**src/rtl/shm_pkg.sv**
```systemverilog
// ----------------------------------------------------------------------------
// shm_pkg
// Shared types and constants for the sliding histogram median unit.
// ----------------------------------------------------------------------------
package shm_pkg;

    localparam int PIX_BITS   = 8;
    localparam int NUM_BINS   = 1 << PIX_BITS;
    localparam int BIN_W      = 10;
    localparam int RADIUS_W   = 4;
    localparam int MAX_RADIUS = 15;

    typedef logic [PIX_BITS-1:0] pix_t;
    typedef logic [BIN_W-1:0]    bin_t;
    typedef logic [RADIUS_W-1:0] radius_t;

    localparam pix_t    PIX_MAX     = pix_t'(NUM_BINS - 1);
    localparam bin_t    BIN_MAX     = '1;
    localparam bin_t    CNT_MAX     = '1;
    localparam radius_t RADIUS_CLIP = radius_t'(MAX_RADIUS);

    typedef struct packed {
        pix_t rd_addr;
        logic wr_en;
        pix_t wr_addr;
        bin_t wr_data;
        logic clear;
    } bin_req_t;

endpackage

```
**src/rtl/sliding_histogram_median_unit.sv**
```systemverilog
// ----------------------------------------------------------------------------
// sliding_histogram_median_unit
// Running median over a square pixel window kept as a 256-bin histogram.
// ----------------------------------------------------------------------------
// Sequence: a load goes through S_ADD, a slide through S_REM, S_ADD_RQ and
//   S_ADD, with one bin RAM access in flight at a time; an item marked last
//   adds one median search step per bin visited (scan from bin 0 after a load,
//   walk from the old median after a slide, at most 256 steps, one per cycle).
// Throughput: one item at a time, in_stall is high until the item is done.
// Reset: asynchronous; histogram reads as empty, median, below count and
//   error clear, radius becomes 1. No clearing pass is needed.
module sliding_histogram_median_unit (
    input  logic                clk,
    input  logic                rst_n,
    input  logic                cfg_wr_en,
    input  shm_pkg::radius_t    cfg_wr_data,
    input  logic                in_valid,
    output logic                in_stall,
    input  logic                operation,
    input  shm_pkg::pix_t       add_pixel,
    input  shm_pkg::pix_t       remove_pixel,
    input  logic                first,
    input  logic                last,
    output logic                out_valid,
    input  logic                out_stall,
    output shm_pkg::pix_t       median,
    output logic                count_error
);

    import shm_pkg::*;

    typedef enum logic [2:0] {
        S_IDLE,
        S_REM,
        S_ADD_RQ,
        S_ADD,
        S_SCAN,
        S_WALK,
        S_DOWN,
        S_UP
    } state_t;

    state_t   state_reg, state_next;
    logic     emit_reg, emit_next;
    logic     op_reg, op_next;
    logic     last_reg, last_next;
    pix_t     add_reg, add_next;
    pix_t     rem_reg, rem_next;
    bin_t     below_reg, below_next;
    pix_t     med_reg, med_next;
    logic     err_reg, err_next;
    pix_t     idx_reg, idx_next;
    bin_t     sum_reg, sum_next;
    radius_t  radius_reg, radius_next;
    logic     out_valid_reg, out_valid_next;
    pix_t     median_reg, median_next;
    logic     count_error_reg, count_error_next;

    bin_req_t           req;
    bin_t               bin_q;
    radius_t            r_eff;
    logic [4:0]         win_d;
    logic [9:0]         win_size;
    logic [8:0]         half;
    logic [8:0]         need;
    logic [BIN_W:0]     sum_ext;
    logic [BIN_W:0]     up_sum;
    bin_t               down_diff;

    shm_bins u_bins (
        .clk   (clk),
        .rst_n (rst_n),
        .req   (req),
        .bin_q (bin_q)
    );

    // window size from the clipped radius
    always_comb
    begin
        r_eff    = (radius_reg > RADIUS_CLIP) ? RADIUS_CLIP : radius_reg;
        win_d    = {r_eff, 1'b1};
        win_size = {5'd0, win_d} * {5'd0, win_d};
        half     = win_size[9:1];
        need     = win_size[9:1] + 9'd1;
    end

    assign sum_ext   = {1'b0, sum_reg} + {1'b0, bin_q};
    assign up_sum    = {1'b0, below_reg} + {1'b0, bin_q};
    assign down_diff = (below_reg >= bin_q) ? (below_reg - bin_q) : '0;

    always_comb
    begin
        state_next       = state_reg;
        emit_next        = emit_reg;
        op_next          = op_reg;
        last_next        = last_reg;
        add_next         = add_reg;
        rem_next         = rem_reg;
        below_next       = below_reg;
        med_next         = med_reg;
        err_next         = err_reg;
        idx_next         = idx_reg;
        sum_next         = sum_reg;
        radius_next      = radius_reg;
        out_valid_next   = out_valid_reg;
        median_next      = median_reg;
        count_error_next = count_error_reg;

        req         = '0;
        req.rd_addr = idx_reg;

        if (cfg_wr_en)
        begin
            radius_next = cfg_wr_data;
        end

        if (out_valid_reg && !out_stall)
        begin
            out_valid_next = 1'b0;
        end

        unique case (state_reg)
            S_IDLE:
            begin
                if (emit_reg)
                begin
                    // result waits for a free output register
                    if (!out_valid_reg || !out_stall)
                    begin
                        out_valid_next   = 1'b1;
                        median_next      = med_reg;
                        count_error_next = err_reg;
                        err_next         = 1'b0;
                        emit_next        = 1'b0;
                    end
                end
                else if (in_valid)
                begin
                    op_next     = operation;
                    last_next   = last;
                    add_next    = add_pixel;
                    rem_next    = remove_pixel;
                    req.rd_addr = operation ? remove_pixel : add_pixel;
                    if (!operation && first)
                    begin
                        req.clear  = 1'b1;
                        below_next = '0;
                    end
                    state_next = operation ? S_REM : S_ADD;
                end
            end
            S_REM:
            begin
                if (bin_q == '0)
                begin
                    err_next = 1'b1;
                end
                else
                begin
                    req.wr_en   = 1'b1;
                    req.wr_addr = rem_reg;
                    req.wr_data = bin_q - bin_t'(1);
                    if (rem_reg < med_reg && below_reg != '0)
                    begin
                        below_next = below_reg - bin_t'(1);
                    end
                end
                state_next = S_ADD_RQ;
            end
            S_ADD_RQ:
            begin
                req.rd_addr = add_reg;
                state_next  = S_ADD;
            end
            S_ADD:
            begin
                if (bin_q == BIN_MAX)
                begin
                    err_next = 1'b1;
                end
                else
                begin
                    req.wr_en   = 1'b1;
                    req.wr_addr = add_reg;
                    req.wr_data = bin_q + bin_t'(1);
                    if (op_reg && add_reg < med_reg && below_reg != CNT_MAX)
                    begin
                        below_next = below_reg + bin_t'(1);
                    end
                end
                if (!last_reg)
                begin
                    state_next = S_IDLE;
                end
                else if (!op_reg)
                begin
                    idx_next    = '0;
                    sum_next    = '0;
                    req.rd_addr = '0;
                    state_next  = S_SCAN;
                end
                else
                begin
                    state_next = S_WALK;
                end
            end
            S_SCAN:
            begin
                if (sum_ext >= {2'd0, need})
                begin
                    med_next   = idx_reg;
                    below_next = sum_reg;
                    emit_next  = 1'b1;
                    state_next = S_IDLE;
                end
                else if (idx_reg == PIX_MAX)
                begin
                    med_next   = PIX_MAX;
                    below_next = sum_ext[BIN_W-1:0];
                    emit_next  = 1'b1;
                    state_next = S_IDLE;
                end
                else
                begin
                    sum_next    = sum_ext[BIN_W-1:0];
                    idx_next    = idx_reg + pix_t'(1);
                    req.rd_addr = idx_reg + pix_t'(1);
                end
            end
            S_WALK:
            begin
                if (below_reg > {1'b0, half})
                begin
                    if (med_reg != '0)
                    begin
                        idx_next    = med_reg - pix_t'(1);
                        req.rd_addr = med_reg - pix_t'(1);
                        state_next  = S_DOWN;
                    end
                    else
                    begin
                        emit_next  = 1'b1;
                        state_next = S_IDLE;
                    end
                end
                else if (med_reg != PIX_MAX)
                begin
                    idx_next    = med_reg;
                    req.rd_addr = med_reg;
                    state_next  = S_UP;
                end
                else
                begin
                    emit_next  = 1'b1;
                    state_next = S_IDLE;
                end
            end
            S_DOWN:
            begin
                below_next = down_diff;
                med_next   = idx_reg;
                if (down_diff > {1'b0, half} && idx_reg != '0)
                begin
                    idx_next    = idx_reg - pix_t'(1);
                    req.rd_addr = idx_reg - pix_t'(1);
                end
                else
                begin
                    emit_next  = 1'b1;
                    state_next = S_IDLE;
                end
            end
            S_UP:
            begin
                if (up_sum <= {2'd0, half})
                begin
                    below_next = up_sum[BIN_W-1:0];
                    med_next   = idx_reg + pix_t'(1);
                    if (idx_reg + pix_t'(1) != PIX_MAX)
                    begin
                        idx_next    = idx_reg + pix_t'(1);
                        req.rd_addr = idx_reg + pix_t'(1);
                    end
                    else
                    begin
                        emit_next  = 1'b1;
                        state_next = S_IDLE;
                    end
                end
                else
                begin
                    emit_next  = 1'b1;
                    state_next = S_IDLE;
                end
            end
            default:
            begin
                state_next = S_IDLE;
            end
        endcase
    end

    always_ff @(posedge clk or negedge rst_n)
    begin
        if (!rst_n)
        begin
            state_reg       <= S_IDLE;
            emit_reg        <= 1'b0;
            below_reg       <= '0;
            med_reg         <= '0;
            err_reg         <= 1'b0;
            radius_reg      <= radius_t'(1);
            out_valid_reg   <= 1'b0;
            op_reg          <= 1'b0;
            last_reg        <= 1'b0;
            add_reg         <= '0;
            rem_reg         <= '0;
            idx_reg         <= '0;
            sum_reg         <= '0;
            median_reg      <= '0;
            count_error_reg <= 1'b0;
        end
        else
        begin
            state_reg       <= state_next;
            emit_reg        <= emit_next;
            below_reg       <= below_next;
            med_reg         <= med_next;
            err_reg         <= err_next;
            radius_reg      <= radius_next;
            out_valid_reg   <= out_valid_next;
            op_reg          <= op_next;
            last_reg        <= last_next;
            add_reg         <= add_next;
            rem_reg         <= rem_next;
            idx_reg         <= idx_next;
            sum_reg         <= sum_next;
            median_reg      <= median_next;
            count_error_reg <= count_error_next;
        end
    end

    assign in_stall    = (state_reg != S_IDLE) || emit_reg;
    assign out_valid   = out_valid_reg;
    assign median      = median_reg;
    assign count_error = count_error_reg;

endmodule

```
**src/rtl/shm_ram.sv**
```systemverilog
// ----------------------------------------------------------------------------
// shm_ram
// Generic single-write, single-read RAM with registered read data.
// ----------------------------------------------------------------------------
module shm_ram #(
    parameter int WIDTH = 8,
    parameter int DEPTH = 256
) (
    input  logic                     clk,
    input  logic                     wr_en,
    input  logic [$clog2(DEPTH)-1:0] wr_addr,
    input  logic [WIDTH-1:0]         wr_data,
    input  logic [$clog2(DEPTH)-1:0] rd_addr,
    output logic [WIDTH-1:0]         rd_data
);

    logic [WIDTH-1:0] mem [DEPTH];

    always_ff @(posedge clk)
    begin
        if (wr_en)
        begin
            mem[wr_addr] <= wr_data;
        end
        rd_data <= mem[rd_addr];
    end

endmodule

```
**src/rtl/shm_bins.sv**
```systemverilog
// ----------------------------------------------------------------------------
// shm_bins
// Histogram bin store: RAM plus per-bin valid bits, so a bin never written
// since reset or since the last clear reads as zero, and a write bypass so a
// read issued with a write to the same bin returns the new count.
// ----------------------------------------------------------------------------
module shm_bins (
    input  logic             clk,
    input  logic             rst_n,
    input  shm_pkg::bin_req_t req,
    output shm_pkg::bin_t    bin_q
);

    import shm_pkg::*;

    logic [NUM_BINS-1:0] valid_reg;
    pix_t                rd_idx_reg;
    bin_t                ram_q;
    logic                fwd_reg;
    bin_t                fwd_data_reg;

    shm_ram #(
        .WIDTH (BIN_W),
        .DEPTH (NUM_BINS)
    ) u_ram (
        .clk     (clk),
        .wr_en   (req.wr_en),
        .wr_addr (req.wr_addr),
        .wr_data (req.wr_data),
        .rd_addr (req.rd_addr),
        .rd_data (ram_q)
    );

    always_ff @(posedge clk or negedge rst_n)
    begin
        if (!rst_n)
        begin
            valid_reg <= '0;
        end
        else if (req.clear)
        begin
            valid_reg <= '0;
        end
        else if (req.wr_en)
        begin
            valid_reg[req.wr_addr] <= 1'b1;
        end
    end

    // read of the bin being written sees the written count
    always_ff @(posedge clk or negedge rst_n)
    begin
        if (!rst_n)
        begin
            fwd_reg      <= 1'b0;
            fwd_data_reg <= '0;
        end
        else
        begin
            fwd_reg      <= req.wr_en && (req.wr_addr == req.rd_addr);
            fwd_data_reg <= req.wr_data;
        end
    end

    always_ff @(posedge clk)
    begin
        rd_idx_reg <= req.rd_addr;
    end

    assign bin_q = fwd_reg ? fwd_data_reg : (valid_reg[rd_idx_reg] ? ram_q : '0);

endmodule

```
**config.mk**
```make
export PLATFORM = sky130hd
export DESIGN_NAME = sliding_histogram_median_unit
export DESIGN_NICKNAME = d
export VERILOG_FILES = /design/src/rtl/shm_pkg.sv /design/src/rtl/sliding_histogram_median_unit.sv /design/src/rtl/shm_ram.sv /design/src/rtl/shm_bins.sv
export SDC_FILE = /design/constraint.sdc
export NUM_CORES = 2
export LEC_CHECK = 0
export ABC_CLOCK_PERIOD_IN_PS = 19900
export BUFFER_PORTS_ARGS = -buffer_cell sky130_fd_sc_hd__clkbuf_2
export CELL_PAD_IN_SITES_DETAIL_PLACEMENT = 2
export CELL_PAD_IN_SITES_GLOBAL_PLACEMENT = 2
export CORE_ASPECT_RATIO = 0.75
export CORE_UTILIZATION = 50
export CTS_BUF_LIST = sky130_fd_sc_hd__clkbuf_4
export CTS_CLUSTER_SIZE = 14
export DETAILED_ROUTE_END_ITERATION = 6
export PLACE_DENSITY_LB_ADDON = 0.1
export SLEW_MARGIN = 10
export SYNTH_ARGS = -nofsm -noshare
export SYNTH_HDL_FRONTEND = slang
export SYNTH_SLANG_ARGS = --single-unit
```
**constraint.sdc**
```tcl
create_clock -name clk -period 19.9 [get_ports clk]
set_clock_uncertainty 0.05 [all_clocks]
set_input_delay 0 -clock clk [delete_from_list [all_inputs] [get_ports clk]]
set_output_delay 0 -clock clk [all_outputs]
set_load 0.005 [all_outputs]
```
# [Yosys cells after proc, flatten, opt, wreduce, memory -nomap -nowiden]
# Memory sizes are Yosys's and may differ from the RTL's. A register that Yosys moved wholly into a read port is not among the register bits.
# Cells that the tools add are included.
[classes] multipliers=1 eq_ne=34 n_bitwise=2 magnitude_cmp=11 addsub=11 n_reduce_logical=34 muxes=88
[op_table] cell="256-bit two-way mux" count=2
[op_table] cell="256-bit bitwise OR" count=1
[op_table] cell="10-bit two-way mux" count=17
[op_table] cell="8-bit two-way mux" count=16
[op_table] cell="10-bit case mux with 6 select lines" count=1
[op_table] cell="8-bit case mux with 7 select lines" count=1
[op_table] cell="8-bit case mux with 5 select lines" count=1
[op_table] cell="19-bit two-way mux" count=2
[op_table] cell="19-bit case mux with 2 select lines" count=1
[op_table] cell="2-bit inequality test (second input constant)" count=17
[op_table] cell="3-bit two-way mux" count=11
[op_table] cell="1-bit two-way mux" count=27
[op_table] cell="3-bit case mux with 8 select lines" count=1
[op_table] cell="8-bit case mux with 3 select lines" count=1
[op_table] cell="10-bit by 10-bit adder with 11-bit output" count=2
[op_table] cell="10-bit by 1-bit adder with 10-bit output (second input constant)" count=2
[op_table] cell="10-bit by 9-bit > comparator with 1-bit output" count=2
[op_table] cell="10-bit case mux with 2 select lines" count=1
[op_table] cell="10-bit by 1-bit subtractor with 10-bit output (second input constant)" count=2
[op_table] cell="8-bit by 9-bit less-than comparator with 1-bit output (second input constant)" count=2
[op_table] cell="8-bit less-than comparator" count=2
[op_table] cell="8-bit inequality test (second input constant)" count=2
[op_table] cell="8-bit nonzero test" count=2
[op_table] cell="8-bit by 1-bit subtractor with 8-bit output (second input constant)" count=2
[op_table] cell="38 further kinds" count=63
[word_totals] n_memories=1 in_bits=28 output_inout_bits=11 elab_cells=201 mem_bits_rw=2560 reg_bits=348
[mem_list] memory="u_bins.u_ram.mem" words=256 width=10 rd=1 rd_clocked_by_memory_dff=1 wr=1 line="shm_ram.sv:17" text="logic [WIDTH-1:0] mem [DEPTH];"

# [Logic depth before layout (Yosys ltp)]
[depth] word_depth=14 depth_mapped=44 depth_no_buf=32

# [Modules after synthesis]
# A second synthesis with hierarchy kept.
[hier_totals] cells_unflattened=6915 area_unflattened_um2=120292.9
[by_module_without_submodules] module="shm_ram" instances=1 cells_per_inst=4642 area_each_um2=99253.9 seq_area_each_um2=77073.9
[by_module_without_submodules] module="shm_bins" instances=1 cells_per_inst=1140 area_each_um2=12094.1 seq_area_each_um2=6841.6
[by_module_without_submodules] module="sliding_histogram_median_unit" instances=1 cells_per_inst=1133 area_each_um2=8944.8 seq_area_each_um2=1828.0

# [Worst setup path after synthesis]
# No wires, ideal clock.
[synth_timing] path_kind="reg2reg" startpoint="reg u_bins.rd_idx_reg[2]" endpoint="mem u_bins.u_ram.mem[0][1] in the netlist's numbering, data pin" path_buffers=5 arrival_ns=13.631 setup_time_ns=2.197 required_ns=17.653 stages_incl_launch_ff=17 synth_period_minus_slack_ns=15.878 path_slack_ns=4.022 path_cell_list="dfxtp_1 -> dlymetal6s2s_1 -> clkbuf_1 -> mux4_2 -> mux4_2 -> mux4_2 -> mux2i_1 -> a211oi_2 -> buf_4 -> a22o_1 -> inv_1 -> ha_1 -> and2_1 -> or2_2 -> buf_6 -> clkbuf_1 -> o21ai_0"
[synth_rtl] element="from (decl)" line="shm_bins.sv:17" text="pix_t rd_idx_reg;"
[synth_rtl] element="from (signal assigned)" line="shm_bins.sv:67" text="rd_idx_reg <= req.rd_addr;"
[synth_rtl] element="to (decl)" line="shm_ram.sv:17"

# [Worst setup path in the final report]
[layout_timing] startpoint="reg u_bins.rd_idx_reg[0]" endpoint="reg u_bins.u_ram.rd_data[2], read port of u_bins.u_ram.mem"
[layout_via] elab_chain_cells=10 elab_cells_between_ends=17 cone_classes="add/sub (3); order compare (4); mux (9); reduce/logical (1)"
[layout_lines] element="1-bit binary-select mux with 8-bit select *" line="shm_bins.sv:70" text="assign bin_q = fwd_reg ? fwd_data_reg : (valid_reg[rd_idx_reg] ? ram_q : '0);"
[layout_lines] element="1-bit two-way mux (not written as such) *" line="shm_bins.sv:70"
[layout_lines] element="10-bit two-way mux * (2 in a row)" line="shm_bins.sv:70"
[layout_lines] element="10-bit subtractor / 10-bit greater-or-equal comparator (equally long branches)" line="sliding_histogram_median_unit.sv:89" text="assign down_diff = (below_reg >= bin_q) ? (below_reg - bin_q) : '0;"
[layout_lines] element="10-bit two-way mux" line="sliding_histogram_median_unit.sv:89"
[layout_lines] element="10-bit by 9-bit > comparator with 1-bit output" line="sliding_histogram_median_unit.sv:262" text="if (down_diff > {1'b0, half} && idx_reg != '0)"
[layout_lines] element="1-bit logical AND" line="sliding_histogram_median_unit.sv:262"
[layout_lines] element="8-bit two-way mux"
[layout_lines] element="8-bit case mux with 7 select lines *" line="sliding_histogram_median_unit.sv:122" text="unique case (state_reg)"
[layout_lines] element="to (decl)" line="shm_ram.sv:14" text="output logic [WIDTH-1:0] rd_data"
# Every way passes the cells marked *; elsewhere a longest branch is shown, timed or not. The select of a mux whose other input is x is not followed.
# A chain may end at the register's enable or synchronous reset.

==> reports/results.ini <==
[outcome]
status = finished with violations
failed_checks = design-rule violations, max-capacitance violations, max-slew violations

[route]
route.vias.total = 88100
dr.first_iter.drc_count = 13800
firstDrtPassIters = 7
route.detailed.vias_per_inst = 7.23
drc = 1
drt-wirelength-per-cell_um = 45.6
ant_nets = 0
routed_wl_um = 556000

[cts]
post-cts-setup-buffer-count = 0
cts.sinks = 2918
clock_tree.root_cell = sky130_fd_sc_hd__clkbuf_4
clkSlewWorstSetupHoldPaths_ps = 80
clkLatencyLatePin_ps = 1500
cts.htree.levels = 6
clockBufferDepth = 4
number_of_clock_buffers_inserted_by_tritoncts = 712
tritoncts = built
post_cts_resized = 0

[synth]
synth_flop_cell = sky130_fd_sc_hd__edfxtp_1
synth.cell_area_mm2 = 0.121
syn_nets = 7817
post_synth_num_cell_types = 110
gate_count_of_the_mapped_netlist = 7673
synth_async_sr_flop_share_pct = 11.7
synth_top_cells_by_area = sky130_fd_sc_hd__edfxtp_1, sky130_fd_sc_hd__mux4_2, sky130_fd_sc_hd__dfrtp_1, sky130_fd_sc_hd__nand2_1, sky130_fd_sc_hd__a21o_1
synth_seq_cells = 2918
ys_seq_area_share_pct = 71.0
synthDominantAreaCellType = sky130_fd_sc_hd__edfxtp_1
synth_top_area_share_pct = 63.7
synth.avg_cell_area_um2 = 15.7
synth-edff-count = 2560
synth_warnings = 0

[finish]
layout.nets = 8531
n_fill_cell = 20900
drive_gt1_share_pct = 24.6
most_frequent_cells_in_the_layout = sky130_fd_sc_hd__edfxtp_1, sky130_fd_sc_hd__clkbuf_4, sky130_fd_sc_hd__nand2_1
area_delta_synth_final_pct = 12.9
most_common_cell_after_layout_fill_and_taps_aside = sky130_fd_sc_hd__edfxtp_1
largest_register_ffs = 2560

[global_route]
wire_length_of_the_first_global_routing_pass_um = 760000
pin_count_of_the_biggest_net_entering_global_routing = 190
gr-usage-all-layers_pct = 45.4
first_global_vias = 91000
grt_overflow_total = 0
antenna_found_initial = 56

[critical_path]
endpoint_kind = flop
cpPeakStageDelay_ps = 1270
critical-path-top-cell-by-count = sky130_fd_sc_hd__o21ai_0
worst_setup_path_start_kind = flop
cp.arrival_ps = 17180
setup.worst_path.class = flop to flop
critical_path.slowest_cell = sky130_fd_sc_hd__nor4_1
crit_required_ps = 21260
critical_path.max_fanout = 135

[sta]
timing.final.max_slew_violations = 16
unrepaired_setup_endpoints_after_global_routing = no
report.final.hold_viol_count = 0
finalCritPeriodShare_pct = 79.5
fin_tns_setup_ps = 0
worst_slack_ps = 4080
final_period_minus_worst_setup_slack_ps = 15820
tightest_slew_ps = 1510
fmaxAchievable_ghz = 0.0632
setup_violations = 0
relSlewSlack_pct = -0.387

[floorplanning]
design.die.area_mm2 = 0.243
core_mm2 = 0.239
die_y_um = 427
die_width_um = 569
initial_utilization_pct = 50.5
rows = 155
num_io_pins = 39

[placed_design]
port-buffer-count = 38
preCtsSetupSlack_ps = 5440
hpwl_um = 311000
routabilityCongestion = 0.904

[worst_hold_path]
holdCritPathClass = primary input to asynchronous set/reset pin

[job]
cap_viol_max_count = 2

[synth_stat cells (all sizes together), types with 7 or more instances]
master and instances:
edfxtp 2560, nand2 947, mux4 416, nor2 392, nand3 343, dfrtp 339
buf 294, a21o 268, a21oi 251, mux2i 170, clkbuf 154, a22oi 131
o21ai 130, and3 110, a211oi 108, ha 108, nand4 86, inv 80
nor3 80, nor4 60, a31oi 59, o22ai 42, a22o 39, a311oi 37
xnor2 36, mux2 33, o21a 29, a221oi 26, o211ai 23, nand2b 22
o31ai 20, and2 19, o221ai 19, dfxtp 18, nor2b 18, or3 17
a32oi 13, o21bai 13, a2111oi 10, dlygate4sd3 10, or4 10, fa 8
o2111ai 8, or2 7
[cells by family (layout without fill, tap and decap cells)]
logic type                 count (synthesis)  in the layout  share of synthesized area [%]
and+or+nand+nor                         2133           2133                           8.05
AOI/OAI and AO/OA                       1304           1304                           7.54
DFF                                     2918           2918                           71.0
buffers and inverters                    543           1807                           2.32
xor gates and xnor gates                  40             40                          0.290
other                                      0             33                              0
muxes                                    619            619                           9.50
adders and majority gates                116            116                           1.25
[per-stage QoR]
step | hold slack [ps] | utilization, % | instance area [um^2] | std cells
6_report | 150 | 57.0 | 136000 | 12200
5_1_grt | 202 | 57.0 | 136000 | 12200
4_1_cts | 11.1 | 56.9 | 136000 | 12100
3_5_place_dp | -37.6 | 52.6 | 126000 | 10800
3_3_place_gp | -44.3 | 52.6 | 126000 | 10800
2_1_floorplan | -346 | - | 121000 | 7673
[final cells by class]
cell class              instances  area, um^2  area share [%]
diodes                         33        82.6          0.0606
clock buffers                1110        8330            6.11
clock inverters               154         982           0.721
inverters                      84         352           0.258
multi-input cells            4212       32900            24.1
flip-flops and latches       2918       85800            62.9
well taps                    3218        4030            2.95
repair buffers                459        3870            2.84
[final timing paths]
path / startpoint / end / slack [ps] / cells after the start
setup reg to reg: u_bins.rd_idx_reg[0] / u_bins.u_ram.rd_data[2] / 4080 / 33
hold / removal: rst_n / below_reg[8] / 150 / 5
max in group asynchronous: rst_n / u_bins.valid_reg[176] / 17040 / 7
hold reg to reg: u_bins.valid_reg[186] / u_bins.valid_reg[186] / 440 / 1
setup / recovery: u_bins.rd_idx_reg[0] / u_bins.u_ram.rd_data[2] / 4080 / 33
min in group clk: remove_pixel[6] / u_bins.u_ram.rd_data[9] / 150 / 9
[layer usage]
layer  track usage [%]  share of wire, %
met2              67.9                44
met5                 0              0.11
met4              27.2               6.8
met1              57.5                36
met3              15.7                13
[worst max-delay path, delay by kind of cell (launching register included)]
family | cells | cell delay [ps]
AO/OA/AOI/OAI | 13 | 5040
AND/OR/NAND/NOR | 9 | 4040
buffers and inverters | 5 | 2430
multiplexers | 3 | 1880
flip-flops | 1 | 930
adder cells (fa/ha/maj) | 2 | 800
XOR/XNOR | 1 | 240
[repair_timing]
item / CTS / global route
hold endpoints to repair: 344 / 0
hold buffers: 83 / 0
endpoints found under the setup margin: 0 / 0
Power is left out: the tool's default activity adds up to more than one toggle a clock period on the data nets, which glitch-free logic cannot reach.
